$ cat src/rtl/nas_pkg.sv
// Shared types and constants for the neighbor average stencil core.
// Holds the tile limits, register indexes, divisor codes and the queue item.
// No dependencies.
package nas_pkg;

  localparam int MAX_TILE   = 256;
  localparam int LINE_DEPTH = MAX_TILE + 2;
  localparam int CNT_W      = $clog2(LINE_DEPTH);

  localparam int DATA_W     = 32;
  localparam int SUM_W      = DATA_W + 2;
  localparam int TILE_W     = 9;
  localparam int CFG_IDX_W  = 3;

  localparam logic [TILE_W-1:0] TILE_RESET = 9'd256;

  localparam int QUEUE_DEPTH = 4;
  localparam int QPTR_W      = $clog2(QUEUE_DEPTH);
  localparam int QCNT_W      = $clog2(QUEUE_DEPTH + 1);

  // floor(u/3) = (u * RECIP3) >> 36 for u < 2^35
  localparam logic [34:0] RECIP3    = 35'd22906492246;
  localparam logic [16:0] RECIP3_HI = RECIP3[34:18];
  localparam logic [17:0] RECIP3_LO = RECIP3[17:0];
  // bias that makes any three-term sum non-negative
  localparam logic [SUM_W-1:0] OFFSET3 = 34'h1_8000_0000;

  typedef enum logic [CFG_IDX_W-1:0] {
    CFG_TILE_SIZE = 3'd0,
    CFG_HAS_UP    = 3'd1,
    CFG_HAS_DOWN  = 3'd2,
    CFG_HAS_LEFT  = 3'd3,
    CFG_HAS_RIGHT = 3'd4
  } cfg_idx_e;

  typedef enum logic [1:0] {
    DIV_BY_2 = 2'd0,
    DIV_BY_3 = 2'd1,
    DIV_BY_4 = 2'd2
  } div_e;

  typedef struct packed {
    logic signed [DATA_W-1:0] sample;
    logic [CNT_W-1:0]         wr_addr;
    logic [CNT_W-1:0]         rd_addr;
    logic                     produce;
    logic                     use_up;
    logic                     use_down;
    logic                     use_left;
    logic                     use_right;
    div_e                     div;
    logic                     last;
  } item_t;

endpackage

$ cat src/rtl/nas_front.sv
// Front end: configuration registers, padded-tile position counters and
// classification of each incoming sample into a queue item.
// Depends on nas_pkg.
module nas_front import nas_pkg::*; (
  input  logic                     clk_i,
  input  logic                     rst_ni,
  input  logic                     cfg_we_i,
  input  logic [CFG_IDX_W-1:0]     cfg_index_i,
  input  logic [TILE_W-1:0]        cfg_data_i,
  input  logic signed [DATA_W-1:0] sample_i,
  input  logic                     sample_valid_i,
  input  logic                     full_i,
  output logic                     push_o,
  output item_t                    item_o
);

  logic [TILE_W-1:0] tile_q;
  logic              has_up_q;
  logic              has_down_q;
  logic              has_left_q;
  logic              has_right_q;
  logic [CNT_W-1:0]  row_q, row_d;
  logic [CNT_W-1:0]  col_q, col_d;
  logic [CNT_W-1:0]  t_eff;
  logic [CNT_W-1:0]  w_last;
  logic [2:0]        n_used;
  logic              tile_wr;

  assign push_o  = sample_valid_i && !full_i;
  assign tile_wr = cfg_we_i && (cfg_idx_e'(cfg_index_i) == CFG_TILE_SIZE);

  always_comb begin
    priority if (tile_q < TILE_W'(2)) begin
      t_eff = CNT_W'(2);
    end else if (int'(tile_q) > MAX_TILE) begin
      t_eff = CNT_W'(MAX_TILE);
    end else begin
      t_eff = CNT_W'(tile_q);
    end
  end

  assign w_last = t_eff + CNT_W'(1);

  always_comb begin
    item_o.sample    = sample_i;
    item_o.wr_addr   = col_q;
    // read one column ahead; the last column fetches column zero for the next row
    item_o.rd_addr   = (col_q == w_last) ? '0 : col_q + CNT_W'(1);
    item_o.produce   = (row_q >= CNT_W'(2)) && (col_q != '0) && (col_q <= t_eff);
    item_o.use_up    = (row_q > CNT_W'(2)) || has_up_q;
    item_o.use_down  = (row_q <= t_eff) || has_down_q;
    item_o.use_left  = (col_q > CNT_W'(1)) || has_left_q;
    item_o.use_right = (col_q < t_eff) || has_right_q;
    item_o.last      = (row_q == w_last) && (col_q == t_eff);
    n_used = {2'b00, item_o.use_up} + {2'b00, item_o.use_down}
           + {2'b00, item_o.use_left} + {2'b00, item_o.use_right};
    unique case (n_used)
      3'd4:    item_o.div = DIV_BY_4;
      3'd3:    item_o.div = DIV_BY_3;
      default: item_o.div = DIV_BY_2;
    endcase
  end

  always_comb begin
    row_d = row_q;
    col_d = col_q;
    if (tile_wr) begin
      row_d = '0;
      col_d = '0;
    end else if (push_o) begin
      if (col_q == w_last) begin
        col_d = '0;
        row_d = (row_q == w_last) ? '0 : row_q + CNT_W'(1);
      end else begin
        col_d = col_q + CNT_W'(1);
      end
    end
  end

  always_ff @(posedge clk_i or negedge rst_ni) begin
    if (!rst_ni) begin
      tile_q      <= TILE_RESET;
      has_up_q    <= 1'b0;
      has_down_q  <= 1'b0;
      has_left_q  <= 1'b0;
      has_right_q <= 1'b0;
      row_q       <= '0;
      col_q       <= '0;
    end else begin
      row_q <= row_d;
      col_q <= col_d;
      if (cfg_we_i) begin
        unique case (cfg_idx_e'(cfg_index_i))
          CFG_TILE_SIZE: tile_q      <= cfg_data_i;
          CFG_HAS_UP:    has_up_q    <= cfg_data_i[0];
          CFG_HAS_DOWN:  has_down_q  <= cfg_data_i[0];
          CFG_HAS_LEFT:  has_left_q  <= cfg_data_i[0];
          CFG_HAS_RIGHT: has_right_q <= cfg_data_i[0];
          default: ;
        endcase
      end
    end
  end

endmodule

$ cat config.mk
export PLATFORM = sky130hd
export DESIGN_NAME = nas_front
export DESIGN_NICKNAME = d
export VERILOG_FILES = /design/src/rtl/nas_pkg.sv /design/src/rtl/nas_front.sv
export SDC_FILE = /design/constraint.sdc
export NUM_CORES = 1
export LEC_CHECK = 0
export BUFFER_PORTS_ARGS = -buffer_cell sky130_fd_sc_hd__buf_2
export CORE_MARGIN = 1
export CORE_UTILIZATION = 55
export CTS_BUF_LIST = sky130_fd_sc_hd__clkbuf_8 sky130_fd_sc_hd__clkbuf_16
export CTS_CLUSTER_DIAMETER = 60
export DETAILED_ROUTE_END_ITERATION = 8
export PLACE_DENSITY_LB_ADDON = 0.1
export SYNTH_ARGS = -nofsm -noshare
export SYNTH_HDL_FRONTEND = slang
export SYNTH_SLANG_ARGS = --single-unit
$ cat constraint.sdc
create_clock -name clk_i -period 10.4 [get_ports clk_i]
set_input_delay 3.12 -clock clk_i [delete_from_list [all_inputs] [get_ports clk_i]]
set_output_delay 3.12 -clock clk_i [all_outputs]
set_load 0.005 [all_outputs]
* Word level (Yosys, flattened, before mapping)
Cells that the tools add are included.
Storage, ports and cells: register bits 31, word-level logic and storage cells 60, output and inout bits 59
Operators by class: muxes and demuxes 10, reductions and logical operators 20, equal/unequal tests 9, magnitude comparators 8, add/subtract/negate cells 6
Operators with widths (count):
- 2-to-1 mux 9 bit | 9
- adder 9 x 1 -> 9 bit (second input constant) | 3
- == test 9 bit | 3
- less-or-equal comparator 9 bit | 2
- AND reduction 2 bit | 6
- == test 3 x 2 -> 1 bit (second input constant) | 3
- greater-or-equal comparator 9 x 2 -> 1 bit (second input constant) | 1
- > comparator 9 x 1 -> 1 bit (second input constant) | 1
- > comparator 9 x 2 -> 1 bit (second input constant) | 1
- > comparator 9 bit (second input constant) | 1
- < comparator 9 x 2 -> 1 bit (second input constant) | 1
- < comparator 9 bit | 1
- nonzero test 9 bit | 1
- == test 3 bit (second input constant) | 2
- logical AND 1 bit | 5
- logical OR 1 bit | 4
- case mux 2 bit (2 select lines) | 1
- nonzero test 2 bit | 2
- adder 2 x 1 -> 3 bit | 1
- adder 3 x 1 -> 3 bit | 1
- == test 3 x 1 -> 1 bit (second input constant) | 1
- logical NOT 3 bit | 1
- adder 1 x 1 -> 2 bit | 1
- logical NOT 1 bit | 1

* Longest topological paths before layout
depth in word-level cells 10, mapped depth 18, depth with buffers taken out 18

* Least setup slack after synthesis
No wires, ideal clock.
path kind reg2out, start register tile_q[2], end output item_o[2] in the netlist's numbering, required time 7.280 ns, path slack 3.180 ns, path buffers 0, arrival 4.100 ns, cell stages (with the launch flop) 18, path through dfrtp_1 or4_4 nor4_1 nor2_1 nor2_1 inv_1 ha_1 nor2b_1 o21a_1 o21a_1 o21a_1 o211ai_1 a21oi_1 o31ai_1 fa_1 ha_1 ha_1 nor3b_1
RTL lines:
- start, declared | line nas_front.sv:17 | logic [TILE_W-1:0] tile_q;
- start signal, assigned | line nas_front.sv:94 | CFG_TILE_SIZE: tile_q <= cfg_data_i;
- end, declared | line nas_front.sv:14 | output item_t item_o

==> impl_metrics.env <==
export IMPL_pin_count=108
export IMPL_syn_to_final_growth_pct=2.66
export IMPL_cts_setup_buffers=0
export IMPL_clk_path_buf_depth=2
export IMPL_dieHeight_um=77.1
export IMPL_cpPeakStageDelay_ps=560
export IMPL_min_period_ps=7870
export IMPL_syn_area_um2=3100
export IMPL_cpMaxStageDelayCell="or4_4"
export IMPL_cell_internal_pwr_mw=0.299
export IMPL_grt_pass1_vias=2492
export IMPL_timing_rr_end="row_q[6]$_DFFE_PN0P_"
export IMPL_hp_class="flip-flop to flip-flop"
export IMPL_max_slew_worst_pin_slew_ps=825
export IMPL_cts_made_buffers=5
export IMPL_r2r_cells=12
export IMPL_hold_violations=0
export IMPL_routedWlPerCell_um=17.0
export IMPL_cts_sinks=31
export IMPL_synth_edff_count=0
export IMPL_combPwrFrac_pct=47.8
export IMPL_crit_type="flip-flop to output port"
export IMPL_wl_met3_um=567
export IMPL_antenna_cells=0
export IMPL_fin_cells=454
export IMPL_antenna_left=0
export IMPL_powerDensity_nw_per_um2=158
export IMPL_yosysMostFrequentCell="nand2_1"
export IMPL_num_rows=26
export IMPL_drc=0
export IMPL_die_width_um=77.1
export IMPL_fill_cells=496
export IMPL_synth_common_cells="nand2_1, buf_4, dfrtp_1"
export IMPL_rsz0062_at_grt="no"
export IMPL_nets=460
export IMPL_power_leakage_nw=1.43
export IMPL_ys_ff_latch=31
export IMPL_grt_ovfl_total=0
export IMPL_yosysSeqAreaShare_pct=25.0
export IMPL_start_util_pct=58.9
export IMPL_final_area_um2=3190
export IMPL_core_um2=5270
export IMPL_holdPathEnd="has_right_q$_DFFE_PN0P_"
export IMPL_end_kind="output port"
export IMPL_tns_ps=0
export IMPL_whs_path_depth=1
export IMPL_num_vias=2766
export IMPL_r2r_slack_ps=6480
export IMPL_post_cts_resized=0
export IMPL_slew_viol_final=0
export IMPL_p_seq_share_pct=32.9
export IMPL_clkPwrFrac_pct=19.3
export IMPL_crit_chain="or4_4 > nor4_1 > nor2_1 > nor2_1 > inv_1 > ha_1 > nor2b_1 > o21a_1 > o21a_1 > o21a_1 > o211ai_1 > a21oi_1 > o31ai_1 > fa_1 > ha_1 > ha_1 > nor3b_1 > buf_2"
export IMPL_antenna_found_initial=0
export IMPL_cp_max_fo=7
export IMPL_place_inst=447
export IMPL_avgViaCountPerCell=6.09
export IMPL_gp_congestion=0.956
export IMPL_status="complete, no violations"
export IMPL_yosysWarnings=0
export IMPL_hold_start="has_right_q$_DFFE_PN0P_"
export IMPL_fmax_ghz=0.127
export IMPL_synth_ff_type="dfrtp_1"
export IMPL_cts_tree="built"
export IMPL_start_kind="flip-flop"
export IMPL_critPathArrivalTime_ps=4750
export IMPL_finalSetupViolCount=0
export IMPL_htree_levels=2
export IMPL_io_buffers=43
export IMPL_power_switching_mw=0.205
export IMPL_drive_gt1_share_pct=18.2
export IMPL_maxCapViolations=0
export IMPL_synthCells=381
export IMPL_grt_use_total_pct=27.7
export IMPL_grt_max_degree=32
export IMPL_cp_top_family="simple AND/OR/NAND/NOR gates"
export IMPL_worst_clock_skew_ps=8.58
export IMPL_die_area_um2=5950
export IMPL_synth_top_cell_area_share_pct=24.2
export IMPL_drtIter0Drc=258
export IMPL_synth_distinct_cells=58
export IMPL_peakVddDrop_mv=0.0838
export IMPL_yosys_top_cells_area="dfrtp_1, ha_1, buf_4, nand2_1, xnor2_1"
export IMPL_required_ps=7280
export IMPL_hpwl_um=5680
export IMPL_path_buf_inv=2
export IMPL_wl_met2_um=3410
export IMPL_syn_area_per_cell_um2=8.15
export IMPL_timing_final_crit_share_pct=75.7
export IMPL_yosysTopAreaCell="dfrtp_1"
export IMPL_utilization_pct=60.5
export IMPL_placed_cell_area_um2=3100
export IMPL_clkLatencyLatePin_ps=290
export IMPL_wirelength_um=7710
export IMPL_syn_nets=457
export IMPL_wl_met1_um=3460
export IMPL_slew_limit_headroom_pct=44.9
export IMPL_grt_pass1_wl_um=12800
export IMPL_cp_depth=18
export IMPL_sw_frac_of_total_pct=40.7
export IMPL_r2r_start="tile_q[2]$_DFFE_PN0P_"
export IMPL_first_pass_iters=5
export IMPL_clk_pin_slew_ps=60
export IMPL_routed_top_layer="met4"
export IMPL_synth_async_reset_ratio_pct=100
export IMPL_clock_root_buffer="clkbuf_8"
export IMPL_cts_hold_fix_buffers=0
-- cell usage in the layout (no fill, tap or decap), types with 2 or more instances in the layout --
cell type	n
a2111oi_0	2
and3_1	7
o22ai_1	6
o21ai_0	20
xor2_1	3
a31oi_1	2
nand4_1	7
xnor2_1	17
or4_1	2
clkbuf_8	6
a2111oi_4	2
inv_1	12
a2111o_1	2
o31ai_1	2
nor4_1	3
or3_1	13
or2_2	3
a211oi_1	2
nor3_1	12
and2_1	3
buf_2	43
nand3b_1	2
nor3b_1	2
nand2_1	51
dfrtp_1	30
nor2_1	23
a21oi_1	14
nand3_1	21
nor2b_1	4
ha_1	26
o21a_1	8
nand2b_1	5
mux2_2	6
-- per-layer routing --
layer | global-route usage [%] | up-vias
li1 | - | 1335
met1 | 37.0 | 1272
met2 | 42.2 | 127
met3 | 6.07 | 32
met4 | 13.0 | 0
met5 | 0 | -
-- power by group through the flow --
stage | logic, mW | registers [mW] | clock network, mW
4_1_cts | 0.240 | 0.165 | 0.0999
6_report | 0.241 | 0.166 | 0.0971
5_1_grt | 0.272 | 0.169 | 0.107
3_5_place_dp | 0.238 | 0.167 | 0
2_1_floorplan | 0.190 | 0.154 | 0
3_3_place_gp | 0.233 | 0.167 | 0
-- worst max path at each step --
stage / startpoint / to / slack, ps
2_1_floorplan: tile_q[2]$_DFFE_PN0P_ / item_o[2] / 3180
3_3_place_gp: tile_q[2]$_DFFE_PN0P_ / item_o[2] / 3040
3_5_place_dp: tile_q[2]$_DFFE_PN0P_ / item_o[2] / 2830
4_1_cts: tile_q[2]$_DFFE_PN0P_ / item_o[2] / 2520
5_1_grt: tile_q[2]$_DFFE_PN0P_ / item_o[2] / 2220
6_report: tile_q[2]$_DFFE_PN0P_ / item_o[2] / 2530
-- layout make-up --
type | count | area [um2] | share of cell area, %
Multi-Input combinational cell | 291 | 1970 | 62.0
Sequential cell | 31 | 777 | 24.4
Timing Repair Buffer | 43 | 215 | 6.75
Tap cell | 70 | 87.6 | 2.75
Clock buffer | 6 | 82.6 | 2.59
Inverter | 12 | 45.0 | 1.41
Clock inverter | 1 | 5.00 | 0.157
-- metrics by stage --
stage | total power, mW | hold WS, ps | worst slack, ps
after global placement | 0.399 | 495 | 3040
after floorplan | 0.344 | 479 | 3180
after detailed placement | 0.405 | 499 | 2830
final | 0.504 | 508 | 2530
after global routing | 0.548 | 541 | 2220
after CTS | 0.505 | 514 | 2520
-- registers in the layout (all words and copies together), names as in the netlist --
signal and count:
has_down_q 1, tile_q 9, has_right_q 1, row_q 9
has_up_q 1, has_left_q 1, col_q 9
-- cell families (layout without fill, tap and decap cells) --
logic type | count (synthesis) | count (layout) | synth area share [%]
flip-flops | 31 | 31 | 25.0
AO/OA/AOI/OAI | 75 | 75 | 18.3
AND/OR/NAND/NOR | 162 | 162 | 26.1
XOR/XNOR | 20 | 20 | 5.64
adder cells (fa/ha/maj) | 27 | 27 | 11.1
multiplexers | 7 | 7 | 2.50
buffers and inverters | 59 | 62 | 11.4
Power figures use the tool's default switching activity.
