<file path="src/rtl/nas_pkg.sv">
// Shared types and constants for the neighbor average stencil core.
// Holds the tile limits, register indexes, divisor codes and the queue item.
// No dependencies.
package nas_pkg;

  localparam int MAX_TILE   = 256;
  localparam int LINE_DEPTH = MAX_TILE + 2;
  localparam int CNT_W      = $clog2(LINE_DEPTH);

  localparam int DATA_W     = 32;
  localparam int SUM_W      = DATA_W + 2;
  localparam int TILE_W     = 9;
  localparam int CFG_IDX_W  = 3;

  localparam logic [TILE_W-1:0] TILE_RESET = 9'd256;

  localparam int QUEUE_DEPTH = 4;
  localparam int QPTR_W      = $clog2(QUEUE_DEPTH);
  localparam int QCNT_W      = $clog2(QUEUE_DEPTH + 1);

  // floor(u/3) = (u * RECIP3) >> 36 for u < 2^35
  localparam logic [34:0] RECIP3    = 35'd22906492246;
  localparam logic [16:0] RECIP3_HI = RECIP3[34:18];
  localparam logic [17:0] RECIP3_LO = RECIP3[17:0];
  // bias that makes any three-term sum non-negative
  localparam logic [SUM_W-1:0] OFFSET3 = 34'h1_8000_0000;

  typedef enum logic [CFG_IDX_W-1:0] {
    CFG_TILE_SIZE = 3'd0,
    CFG_HAS_UP    = 3'd1,
    CFG_HAS_DOWN  = 3'd2,
    CFG_HAS_LEFT  = 3'd3,
    CFG_HAS_RIGHT = 3'd4
  } cfg_idx_e;

  typedef enum logic [1:0] {
    DIV_BY_2 = 2'd0,
    DIV_BY_3 = 2'd1,
    DIV_BY_4 = 2'd2
  } div_e;

  typedef struct packed {
    logic signed [DATA_W-1:0] sample;
    logic [CNT_W-1:0]         wr_addr;
    logic [CNT_W-1:0]         rd_addr;
    logic                     produce;
    logic                     use_up;
    logic                     use_down;
    logic                     use_left;
    logic                     use_right;
    div_e                     div;
    logic                     last;
  } item_t;

endpackage

</file>
<file path="src/rtl/nas_queue.sv">
// Short FIFO of classified items between the front end and the datapath.
// Depends on nas_pkg.
module nas_queue import nas_pkg::*; (
  input  logic  clk_i,
  input  logic  rst_ni,
  input  logic  push_i,
  input  item_t item_i,
  output logic  full_o,
  input  logic  pop_i,
  output item_t head_o,
  output logic  head_valid_o
);

  item_t             slots_q [QUEUE_DEPTH];
  logic [QPTR_W-1:0] wr_ptr_q;
  logic [QPTR_W-1:0] rd_ptr_q;
  logic [QCNT_W-1:0] count_q;
  logic              do_pop;

  assign full_o       = (count_q == QCNT_W'(QUEUE_DEPTH));
  assign head_valid_o = (count_q != '0);
  assign head_o       = slots_q[rd_ptr_q];
  assign do_pop       = pop_i && head_valid_o;

  always_ff @(posedge clk_i) begin
    if (push_i) begin
      slots_q[wr_ptr_q] <= item_i;
    end
  end

  always_ff @(posedge clk_i or negedge rst_ni) begin
    if (!rst_ni) begin
      wr_ptr_q <= '0;
      rd_ptr_q <= '0;
      count_q  <= '0;
    end else begin
      if (push_i) begin
        wr_ptr_q <= wr_ptr_q + QPTR_W'(1);
      end
      if (do_pop) begin
        rd_ptr_q <= rd_ptr_q + QPTR_W'(1);
      end
      unique case ({push_i, do_pop})
        2'b10:   count_q <= count_q + QCNT_W'(1);
        2'b01:   count_q <= count_q - QCNT_W'(1);
        default: count_q <= count_q;
      endcase
    end
  end

endmodule

</file>
<file path="config.mk">
export PLATFORM = sky130hd
export DESIGN_NAME = nas_queue
export DESIGN_NICKNAME = d
export VERILOG_FILES = /design/src/rtl/nas_pkg.sv /design/src/rtl/nas_queue.sv
export SDC_FILE = /design/constraint.sdc
export NUM_CORES = 1
export LEC_CHECK = 0
export BUFFER_PORTS_ARGS = -buffer_cell sky130_fd_sc_hd__buf_2
export CORE_UTILIZATION = 25
export CTS_BUF_LIST = sky130_fd_sc_hd__clkbuf_2
export DETAILED_ROUTE_END_ITERATION = 10
export SKIP_CTS_REPAIR_TIMING = 1
export SYNTH_ARGS = -nofsm -noshare
export SYNTH_HDL_FRONTEND = slang
export SYNTH_SLANG_ARGS = --single-unit
</file>
<file path="constraint.sdc">
create_clock -name clk_i -period 2.35 [get_ports clk_i]
set_input_delay 0.235 -clock clk_i [delete_from_list [all_inputs] [get_ports clk_i]]
set_output_delay 0.235 -clock clk_i [all_outputs]
set_load 0.05 [all_outputs]
</file>
# Word-level counts from Yosys, hierarchy flattened
# Memories as Yosys holds them, arrays and structs flattened.
# Cells that the tools add are included.
[word_totals]
mem_bits_rw = 232
register_bits = 7
output_inout_bits = 60
mem_count = 1
[op_classes]
mux = 3
eq_ne = 3
add_sub_neg = 4
reduce_logical = 3
[mem_list]
columns = ["name", "words", "width", "read_ports", "rd_clocked_by_memory_dff", "wr", "line_no", "text"]
rows = [
  ["slots_q", 4, 58, 1, 0, 1, "nas_queue.sv:14", "item_t slots_q [QUEUE_DEPTH];"],
]
[op_table]
columns = ["cell", "count"]
rows = [
  ["$pmux 3 s2", 1],
  ["$add 2x1->2 const B", 2],
  ["$add 3x1->3 const B", 1],
  ["$eq 3x3->1 const B", 1],
  ["$reduce_bool 3->1", 1],
  ["$sub 3x1->3 const B", 1],
  ["$eq 2x1->1 const B", 1],
  ["$eq 2x2->1 const B", 1],
  ["$mux 1", 2],
  ["$reduce_bool 2->1", 1],
  ["$logic_and 1x1->1", 1],
]

# Longest topological paths before layout
# Gate-level depths: netlist of run 1.
[logic_depth]
word_depth = 4
mapped_depth = 7
ltp_nobuf = 7

# Worst setup path after synthesis of run 1
# OpenSTA, ideal clock, no wires.
[synth_timing]
kind = "register to register"
start = "register wr_ptr_q[0]"
end = "memory slots_q[2][0] (netlist name), enable pin"
setup_slack_ns = -0.063
path_stages_with_launch = 4
path_buffers = 0
arrival_time_ns = 1.992
cell_sequence = "dfrtp_1 inv_1 ha_1 and2_1"
[synth_lines]
columns = ["element", "line_no", "text"]
rows = [
  ["start, declared", "nas_queue.sv:15", "logic [QPTR_W-1:0] wr_ptr_q;"],
  ["start signal, assigned", "nas_queue.sv:38", "wr_ptr_q <= wr_ptr_q + QPTR_W'(1);"],
  ["end, declared", "nas_queue.sv:14", ""],
]
# No word-level cell before the write port.

==> results of run 1 <==
==> through the flow <==
| stage | hold WS (ns) | std cells | setup WS, ns | util [%] |
|---|---|---|---|---|
| finish | 0.139 | 1122 | -0.230 | 34.5 |
| global route | -0.00822 | 1122 | -0.426 | 34.5 |
| CTS | -0.952 | 1027 | -0.631 | 30.7 |
| detailed placement | 0.0814 | 916 | 0.405 | 29.0 |
| global placement | 0.0744 | 916 | 0.427 | 29.0 |
| floorplan | -0.0606 | 341 | 0.0262 | - |
==> area by class of cell <==
class / count / area (um2) / share of cell area, %
Multi-Input combinational cell: 82 / 1520 / 12.7
Inverter: 6 / 22.5 / 0.188
Clock buffer: 85 / 425 / 3.55
Clock inverter: 26 / 160 / 1.34
Sequential cell: 239 / 7150 / 59.6
Tap cell: 455 / 569 / 4.75
Antenna cell: 2 / 5.00 / 0.0417
Timing Repair Buffer: 227 / 2130 / 17.8
==> report_power, final <==
| part | internal [uW] | total (uW) | switching, uW |
|---|---|---|---|
| Clock | 1210 | 2860 | 1640 |
| Sequential | 5570 | 5780 | 213 |
| Combinational | 3000 | 7420 | 4410 |
| Total | 9790 | 16100 | 6270 |
==> flip-flops by register name, indices dropped and copies added, names as in the netlist <==
signal,flops
rd_ptr_q,2
count_q,3
wr_ptr_q,2
slots_q,232
==> critical path, cell delays in order, from the launching register on <==
cell	delay [ns]
dfrtp_4	0.45
buf_12	0.16
clkbuf_16	0.17
mux4_2	0.53
buf_6	0.18
==> final timing paths <==
path | startpoint | to | slack, ns | cells after the start
worst min register to register | count_q[2] | count_q[2] | 0.54 | 1
worst min-delay path | item_i[44] | slots_q[2][44] | 0.14 | 2
worst max-delay path | rd_ptr_q[0] | head_o[27] | -0.23 | 4
min in group asynchronous | rst_ni | rd_ptr_q[0] | 0.35 | 3
worst max register to register | count_q[0] | count_q[2] | 0.54 | 7
max in group asynchronous | rst_ni | rd_ptr_q[0] | 1.72 | 3
==> layout by cell type, fill, tap and decap left out, types with 2 or more instances in the layout <==
cell and n:
buf_12 7, clkinv_2 4, clkbuf_16 3, dlygate4sd3_1 79, and2_4 4, buf_6 54, buf_4 17, xnor2_1 2
nand2_1 2, clkinv_1 18, buf_2 63, clkbuf_2 85, inv_1 6, mux4_2 58, dfrtp_1 5, xor2_1 4
ha_1 5, bufinv_16 2, diode_2 2, buf_16 2, edfxtp_1 232
==> cells by family after synthesis <==
family                     after synthesis  share of synthesized area (%)
AOI/OAI and AO/OA                        2                          0.155
and+or+nand+nor                          9                          0.551
buffers and inverters                   20                           2.19
DFF                                    239                           80.7
adders and majority gates                6                          0.933
xor gates and xnor gates                 6                          0.594
muxes                                   59                           14.9
==> per-layer routing <==
layer,vias up,global-route usage [%],share of wire (%)
met1,2320,11.3,40
li1,2044,-,-
met4,0,4.40,1.8
met5,-,0,0
met3,34,3.17,5.6
met2,142,17.4,52
==> flow_metrics.env, run 1 <==
export IMPL_status="finished with violations"
export IMPL_violations="negative setup slack"
export IMPL_routed_wl_um=18800
export IMPL_finalCritPeriodShare_pct=110
export IMPL_path_class="reg -> out"
export IMPL_io_pins=122
export IMPL_syn_area_um2=8850
export IMPL_clock_sinks=239
export IMPL_drc=0
export IMPL_synth_most_common_cell="edfxtp_1"
export IMPL_synth_seq_cells=239
export IMPL_synth_area_leader_cell="edfxtp_1"
export IMPL_io_buffers=121
export IMPL_hold_violations=0
export IMPL_synth_ff_type="edfxtp_1"
export IMPL_dieWidth_um=190
export IMPL_ys_top_cells_by_count="232 x edfxtp_1, 58 x mux4_2, 7 x dfrtp_1"
export IMPL_clk_pin_slew_ns=0.11
export IMPL_vias=4540
export IMPL_drt_antenna_violating_nets=0
export IMPL_fin_ws_ns=-0.230
export IMPL_cap_viol_max_count=0
export IMPL_startpoint_type="flip-flop"
export IMPL_fillers=3311
export IMPL_place_area_um2=10100
export IMPL_syn_num_nets=409
export IMPL_tightest_slew_ns=0.434
export IMPL_overflow=0
export IMPL_avgSynthCellArea_um2=26.0
export IMPL_p_per_area_nw_per_um2=1340
export IMPL_netlist_instances=341
export IMPL_grt_max_degree=60
export IMPL_drv_slew=0
export IMPL_relSlewSlack_pct=71.1
export IMPL_clock_skew_ns=0.0509
export IMPL_hold_path_class="in -> reg"
export IMPL_timing_fmax_mhz=388
export IMPL_final_setup_viol_count=58
export IMPL_critPathMaxFanout=7
export IMPL_crit_arrival_ns=2.35
export IMPL_synth_area_leaders="edfxtp_1 79%, mux4_2 15%, dfrtp_1 2.0%, buf_12 1.4%, ha_1 0.71%"
export IMPL_fin_crit_ns=2.58
export IMPL_hpwl_um=10800
export IMPL_cts_root_buf="clkbuf_2"
export IMPL_grt_usage_pct=10.1
export IMPL_start_util_pct=25.5
export IMPL_rsz0062_at_grt="yes"
export IMPL_area_growth_syn_to_layout_pct=35.5
export IMPL_grt_pass1_wl_um=26900
export IMPL_place_congestion=0.635
export IMPL_cts_made_buffers=59
export IMPL_p_leak_uw=0.00428
export IMPL_vdd_drop_max_uv=735
export IMPL_dieArea_um2=36200
export IMPL_finalSetupTns_ns=-10.91
export IMPL_drt_iter0_drc=152
export IMPL_seq_area_frac_synth_pct=80.7
export IMPL_num_rows=68
export IMPL_clk_latency_ns=0.88
export IMPL_async_flop_share_pct=2.93
export IMPL_yosysTopAreaCellShare_pct=78.7
export IMPL_die_h_um=190
export IMPL_synth_cell_types=20
export IMPL_synth_edf_count=232
export IMPL_htreeDepth=2
export IMPL_grt_pass1_vias=4711
export IMPL_fin_area_um2=12000
export IMPL_ctsLongestPathBuffers=3
export IMPL_drive_above_1_share_pct=45.9
export IMPL_core_um2=34700
export IMPL_drt_first_pass_iters=4
export IMPL_yosys_warnings=0
export IMPL_routedWlPerCell_um=16.8
export IMPL_nets=683
export IMPL_power_total_uw=16100
export IMPL_cp_required_ns=2.12
export IMPL_cts_tree="yes"
export IMPL_end_kind="output port"
export IMPL_grt_antenna_before_repair=2
export IMPL_vias_per_cell=4.05
Note: power is estimated with default switching activity, not from simulation.
==> run 2: changes to the inputs <==
--- a/config.mk
+++ b/config.mk
@@ -6,6 +6,7 @@
 export NUM_CORES = 1
 export LEC_CHECK = 0
 export BUFFER_PORTS_ARGS = -buffer_cell sky130_fd_sc_hd__buf_2
+export CORE_MARGIN = 4
 export CORE_UTILIZATION = 25
 export CTS_BUF_LIST = sky130_fd_sc_hd__clkbuf_2
 export DETAILED_ROUTE_END_ITERATION = 10
==> run 2 against run 1 <==
The flow still finishes with violations (negative setup slack). Non-clock buffer count is 27 higher. Worst setup slack worse by 0.066 ns. Routed wire length rose by 6.8%. First-iteration DRC count is 43% higher. Clock skew grew 0.0070 ns.
==> flow_metrics.env, run 2 (synthesis results as in run 1) <==
export IMPL_io_buffers=121
export IMPL_clock_sinks=239
export IMPL_cts_tree="yes"
export IMPL_hold_path_class="in -> reg"
export IMPL_core_um2=34700
export IMPL_drive_above_1_share_pct=43.6
export IMPL_drt_iter0_drc=218
export IMPL_max_stage_delay_ns=0.51
export IMPL_whs_endpoint="slots_q[3][53]"
export IMPL_largest_reg_flops=232
export IMPL_post_route_util_pct=34.8
export IMPL_routedWlPerCell_um=17.6
export IMPL_nets=711
export IMPL_crit_slowest_cell="mux4_2"
export IMPL_startpoint_type="flip-flop"
export IMPL_grt_max_degree=60
export IMPL_hold_violations=0
export IMPL_fin_area_um2=12100
export IMPL_whs_path_depth=2
export IMPL_clk_pin_slew_ns=0.12
export IMPL_place_area_um2=10000
export IMPL_r2r_slack_ns=0.46
export IMPL_clk_latency_ns=0.89
export IMPL_drc=0
export IMPL_dieWidth_um=196
export IMPL_timing_fmax_mhz=378
export IMPL_ctsLongestPathBuffers=3
export IMPL_top_usage_layer="met2"
export IMPL_relSlewSlack_pct=73.3
export IMPL_violations="negative setup slack"
export IMPL_crit_buf_inv=3
export IMPL_cts_root_buf="clkbuf_2"
export IMPL_r2r_end="count_q[2]"
export IMPL_path_class="reg -> out"
export IMPL_finalCritPeriodShare_pct=113
export IMPL_layout_common_cells="232 x edfxtp_1, 109 x dlygate4sd3_1, 83 x clkbuf_2"
export IMPL_status="finished with violations"
export IMPL_final_setup_viol_count=58
export IMPL_clock_skew_ns=0.0579
export IMPL_htreeDepth=2
export IMPL_vdd_drop_max_uv=924
export IMPL_rsz0062_at_grt="yes"
export IMPL_vias=4681
export IMPL_area_growth_syn_to_layout_pct=36.6
export IMPL_start_util_pct=25.5
export IMPL_hpwl_um=10800
export IMPL_vias_per_cell=4.10
export IMPL_reg_top3="slots_q (232), count_q (3)"
export IMPL_reg2reg_depth=7
export IMPL_met3_usage_pct=3.01
export IMPL_use_met1_pct=10.9
export IMPL_largest_register="slots_q"
export IMPL_drt_first_pass_iters=4
export IMPL_io_pins=122
export IMPL_fin_ws_ns=-0.296
export IMPL_drt_antenna_violating_nets=0
export IMPL_worstReg2RegStart="count_q[0]"
export IMPL_tightest_slew_ns=0.401
export IMPL_final_common_cell="edfxtp_1"
export IMPL_cts_made_buffers=60
export IMPL_overflow=0
export IMPL_grt_usage_pct=9.27
export IMPL_routed_wl_um=20100
export IMPL_grt_pass1_vias=4739
export IMPL_num_rows=68
export IMPL_die_h_um=196
export IMPL_hold_ws_ns=0.129
export IMPL_p_per_area_nw_per_um2=1300
export IMPL_fillers=3271
export IMPL_use_met2_pct=15.2
export IMPL_cp_required_ns=2.12
export IMPL_cap_viol_max_count=0
export IMPL_critPathMaxFanout=6
export IMPL_holdCritStartpoint="item_i[53]"
export IMPL_crit_family="buffers and inverters"
export IMPL_crit_chain="buf_12, buf_8, mux4_2, buf_4"
export IMPL_dieArea_um2=38500
export IMPL_fin_crit_ns=2.65
export IMPL_drv_slew=0
export IMPL_end_kind="output port"
export IMPL_grt_antenna_before_repair=1
export IMPL_grt_pass1_wl_um=27100
export IMPL_p_leak_uw=0.00432
export IMPL_crit_arrival_ns=2.41
export IMPL_place_congestion=0.701
==> run 2: changes by cell type in the layout (fill, tap and decap cells not counted) <==
cell	before	now
buf_12	7	6
clkbuf_16	3	4
clkinv_1	18	15
bufinv_16	2	1
inv_2	1	2
buf_2	63	80
buf_4	17	20
buf_6	54	31
dlygate4sd3_1	79	109
clkinv_4	1	0
clkbuf_2	85	83
==> run 2: area by class of cell <==
class                           count  area [um2]  share of cell area, %
Sequential cell                   239        7150                   59.1
Multi-Input combinational cell     82        1520                   12.6
Timing Repair Buffer              254        2290                   18.9
Inverter                            6        22.5                  0.186
Clock inverter                     22         114                  0.942
Clock buffer                       83         415                   3.44
Tap cell                          455         569                   4.71
Antenna cell                        2        5.00                 0.0414
==> run 2: worst max path at each step <==
stage	start	to	slack (ns)	cells after the start
6_report	rd_ptr_q[0]	head_o[43]	-0.30	4
5_1_grt	rd_ptr_q[0]	head_o[41]	-0.54	4
4_1_cts	rd_ptr_q[0]	head_o[53]	-0.77	3
3_5_place_dp	rd_ptr_q[0]	head_o[53]	0.37	3
3_3_place_gp	rd_ptr_q[0]	head_o[31]	0.40	3
2_1_floorplan	wr_ptr_q[0]	slots_q[3][0]	0.03	2
==> run 2: stage by stage <==
stage	power (uW)	setup WS (ns)	setup TNS (ns)	std cells
finish	15700	-0.296	-14.42	1143
global route	16500	-0.536	-27.88	1143
CTS	14700	-0.775	-39.18	1018
detailed placement	12000	0.369	0	913
global placement	11800	0.399	0	913
floorplan	10600	0.0262	0	341
==> run 2: routing by layer <==
metal  part of all wire (%)  vias to the layer above
met4                    2.0                        0
met2                     52                      138
li1                       -                     2092
met3                    5.3                       25
met1                     41                     2426
met5                      0                        -
==> run 2: where the power goes <==
part / leakage [uW] / internal (uW) / switching [uW] / total [uW]
registers: 0.00221 / 5570 / 244 / 5820
logic: 0.00170 / 2730 / 4410 / 7150
clock network: 0.000407 / 1070 / 1620 / 2690
total: 0.00432 / 9380 / 6280 / 15700
==> run 3: changes to the inputs <==
--- a/config.mk
+++ b/config.mk
@@ -5,11 +5,12 @@
 export SDC_FILE = /design/constraint.sdc
 export NUM_CORES = 1
 export LEC_CHECK = 0
-export BUFFER_PORTS_ARGS = -buffer_cell sky130_fd_sc_hd__buf_2
+export BUFFER_PORTS_ARGS = -buffer_cell sky130_fd_sc_hd__buf_4
 export CORE_MARGIN = 4
 export CORE_UTILIZATION = 25
 export CTS_BUF_LIST = sky130_fd_sc_hd__clkbuf_2
 export DETAILED_ROUTE_END_ITERATION = 10
+export PLACE_DENSITY = 0.51
 export SKIP_CTS_REPAIR_TIMING = 1
 export SYNTH_ARGS = -nofsm -noshare
 export SYNTH_HDL_FRONTEND = slang
==> run 3 against run 2 <==
The flow still finishes with violations (negative setup slack). Final area down 0.57%. Clock-buffer cell count down 3. Non-clock buffer count fell by 39. Sequential cell count did not move. Core utilization down 0.20 points. Clock skew increased by 0.0056 ns. Combinational power grew 7.8%. Sequential power about the same. Critical path type unchanged.
==> flow_metrics.env, run 3 (synthesis results as in run 1) <==
export IMPL_vias=4481
export IMPL_rsz0062_at_grt="yes"
export IMPL_clk_latency_ns=0.82
export IMPL_area_growth_syn_to_layout_pct=35.8
export IMPL_final_common_cell="edfxtp_1"
export IMPL_cts_root_buf="clkbuf_2"
export IMPL_violations="negative setup slack"
export IMPL_grt_usage_pct=9.30
export IMPL_routed_wl_um=19000
export IMPL_drt_antenna_violating_nets=0
export IMPL_largest_register="slots_q"
export IMPL_cts_made_buffers=60
export IMPL_drt_iter0_drc=134
export IMPL_clock_sinks=239
export IMPL_crit_family="multiplexers"
export IMPL_tightest_slew_ns=0.430
export IMPL_start_util_pct=25.5
export IMPL_path_class="reg -> out"
export IMPL_crit_chain="buf_12, buf_16, mux4_2, buf_6"
export IMPL_io_pins=122
export IMPL_clock_skew_ns=0.0635
export IMPL_cts_tree="yes"
export IMPL_hold_ws_ns=0.147
export IMPL_drv_slew=0
export IMPL_drc=0
export IMPL_io_buffers=121
export IMPL_ctsLongestPathBuffers=3
export IMPL_fin_crit_ns=2.58
export IMPL_final_setup_viol_count=58
export IMPL_die_h_um=196
export IMPL_status="finished with violations"
export IMPL_hold_path_class="in -> reg"
export IMPL_p_leak_uw=0.00426
export IMPL_htreeDepth=2
export IMPL_fin_ws_ns=-0.225
export IMPL_hold_violations=0
export IMPL_finalSetupTns_ns=-11.17
export IMPL_vias_per_cell=4.08
export IMPL_critPathMaxFanout=5
export IMPL_nets=672
export IMPL_drive_above_1_share_pct=47.3
export IMPL_grt_max_degree=59
export IMPL_fillers=3316
export IMPL_timing_fmax_mhz=388
export IMPL_layout_common_cells="232 x edfxtp_1, 80 x clkbuf_2, 73 x buf_4"
export IMPL_routedWlPerCell_um=17.3
export IMPL_crit_arrival_ns=2.34
export IMPL_hpwl_um=10700
export IMPL_cp_required_ns=2.12
export IMPL_cap_viol_max_count=0
export IMPL_p_per_area_nw_per_um2=1340
export IMPL_grt_antenna_before_repair=2
export IMPL_finalCritPeriodShare_pct=110
export IMPL_crit_slowest_cell="mux4_2"
export IMPL_vdd_drop_max_uv=805
export IMPL_drt_first_pass_iters=4
export IMPL_max_stage_delay_ns=0.54
export IMPL_place_congestion=0.709
export IMPL_startpoint_type="flip-flop"
export IMPL_overflow=0
export IMPL_num_rows=68
export IMPL_end_kind="output port"
export IMPL_dieWidth_um=196
export IMPL_core_um2=34700
export IMPL_clk_pin_slew_ns=0.10
export IMPL_dieArea_um2=38500
export IMPL_grt_pass1_vias=4755
export IMPL_grt_pass1_wl_um=27200
export IMPL_relSlewSlack_pct=71.3
export IMPL_largest_reg_flops=232
export IMPL_crit_buf_inv=3
export IMPL_reg_top3="slots_q (232), count_q (3)"
-- run 3: changes by cell type in the layout (fill, tap and decap cells not counted), moves of 2 or more --
cell,before,now
buf_2,80,0
buf_4,20,73
dlygate4sd3_1,109,62
buf_6,31,60
buf_8,1,6
buf_12,6,9
clkbuf_2,83,80
clkinv_1,15,13
inv_2,2,0
-- run 3: final cells by class --
type | instances | area, um2 | share of cell area, %
Inverter | 6 | 22.5 | 0.187
Antenna cell | 2 | 5.00 | 0.0416
Multi-Input combinational cell | 82 | 1520 | 12.7
Clock buffer | 80 | 400 | 3.33
Tap cell | 455 | 569 | 4.74
Clock inverter | 19 | 104 | 0.864
Sequential cell | 239 | 7150 | 59.5
Timing Repair Buffer | 215 | 2240 | 18.7
-- run 3: worst reg2reg max path: cells and delay by family, from the launching register on --
| family | cells | cell delay (ns) |
|---|---|---|
| adders and majority gates | 2 | 0.60 |
| DFF | 1 | 0.42 |
| xor gates and xnor gates | 2 | 0.32 |
| AOI/OAI and AO/OA | 1 | 0.24 |
| and+or+nand+nor | 1 | 0.11 |
| buffers and inverters | 1 | 0.06 |
-- run 3: report_power, final --
part / switching, uW / internal [uW] / leakage [uW]
clock network: 1560 / 1030 / 0.000386
logic: 4480 / 3240 / 0.00167
registers: 216 / 5580 / 0.00221
total: 6250 / 9840 / 0.00426
-- run 3: metrics by stage --
stage / utilization, % / cells / area [um2] / power (uW) / setup WS, ns
after floorplan: - / 341 / 8850 / 10600 / 0.0262
after global placement: 29.8 / 915 / 10300 / 12400 / 0.372
after detailed placement: 29.8 / 915 / 10300 / 12500 / 0.357
after CTS: 31.2 / 1014 / 10800 / 15200 / -0.675
after global routing: 34.6 / 1098 / 12000 / 17000 / -0.432
final: 34.6 / 1098 / 12000 / 16100 / -0.225
-- run 3: path summary, 6_finish.rpt --
check / start / end / slack [ns] / cells past startpoint
max: rd_ptr_q[0] / head_o[26] / -0.23 / 4
min: item_i[49] / slots_q[0][49] / 0.15 / 2
max reg2reg: count_q[0] / count_q[2] / 0.52 / 7
min reg2reg: count_q[2] / count_q[2] / 0.53 / 1
max in group asynchronous: rst_ni / rd_ptr_q[0] / 1.66 / 3
min in group asynchronous: rst_ni / rd_ptr_q[1] / 0.38 / 3
-- run 3: routing by layer --
metal | track usage, % | vias to the layer above | routed length [um]
li1 | - | 2010 | -
met1 | 10.3 | 2310 | 7530
met2 | 16.0 | 121 | 9990
met3 | 3.52 | 40 | 1020
met4 | 4.01 | 0 | 458
met5 | 0 | - | 0
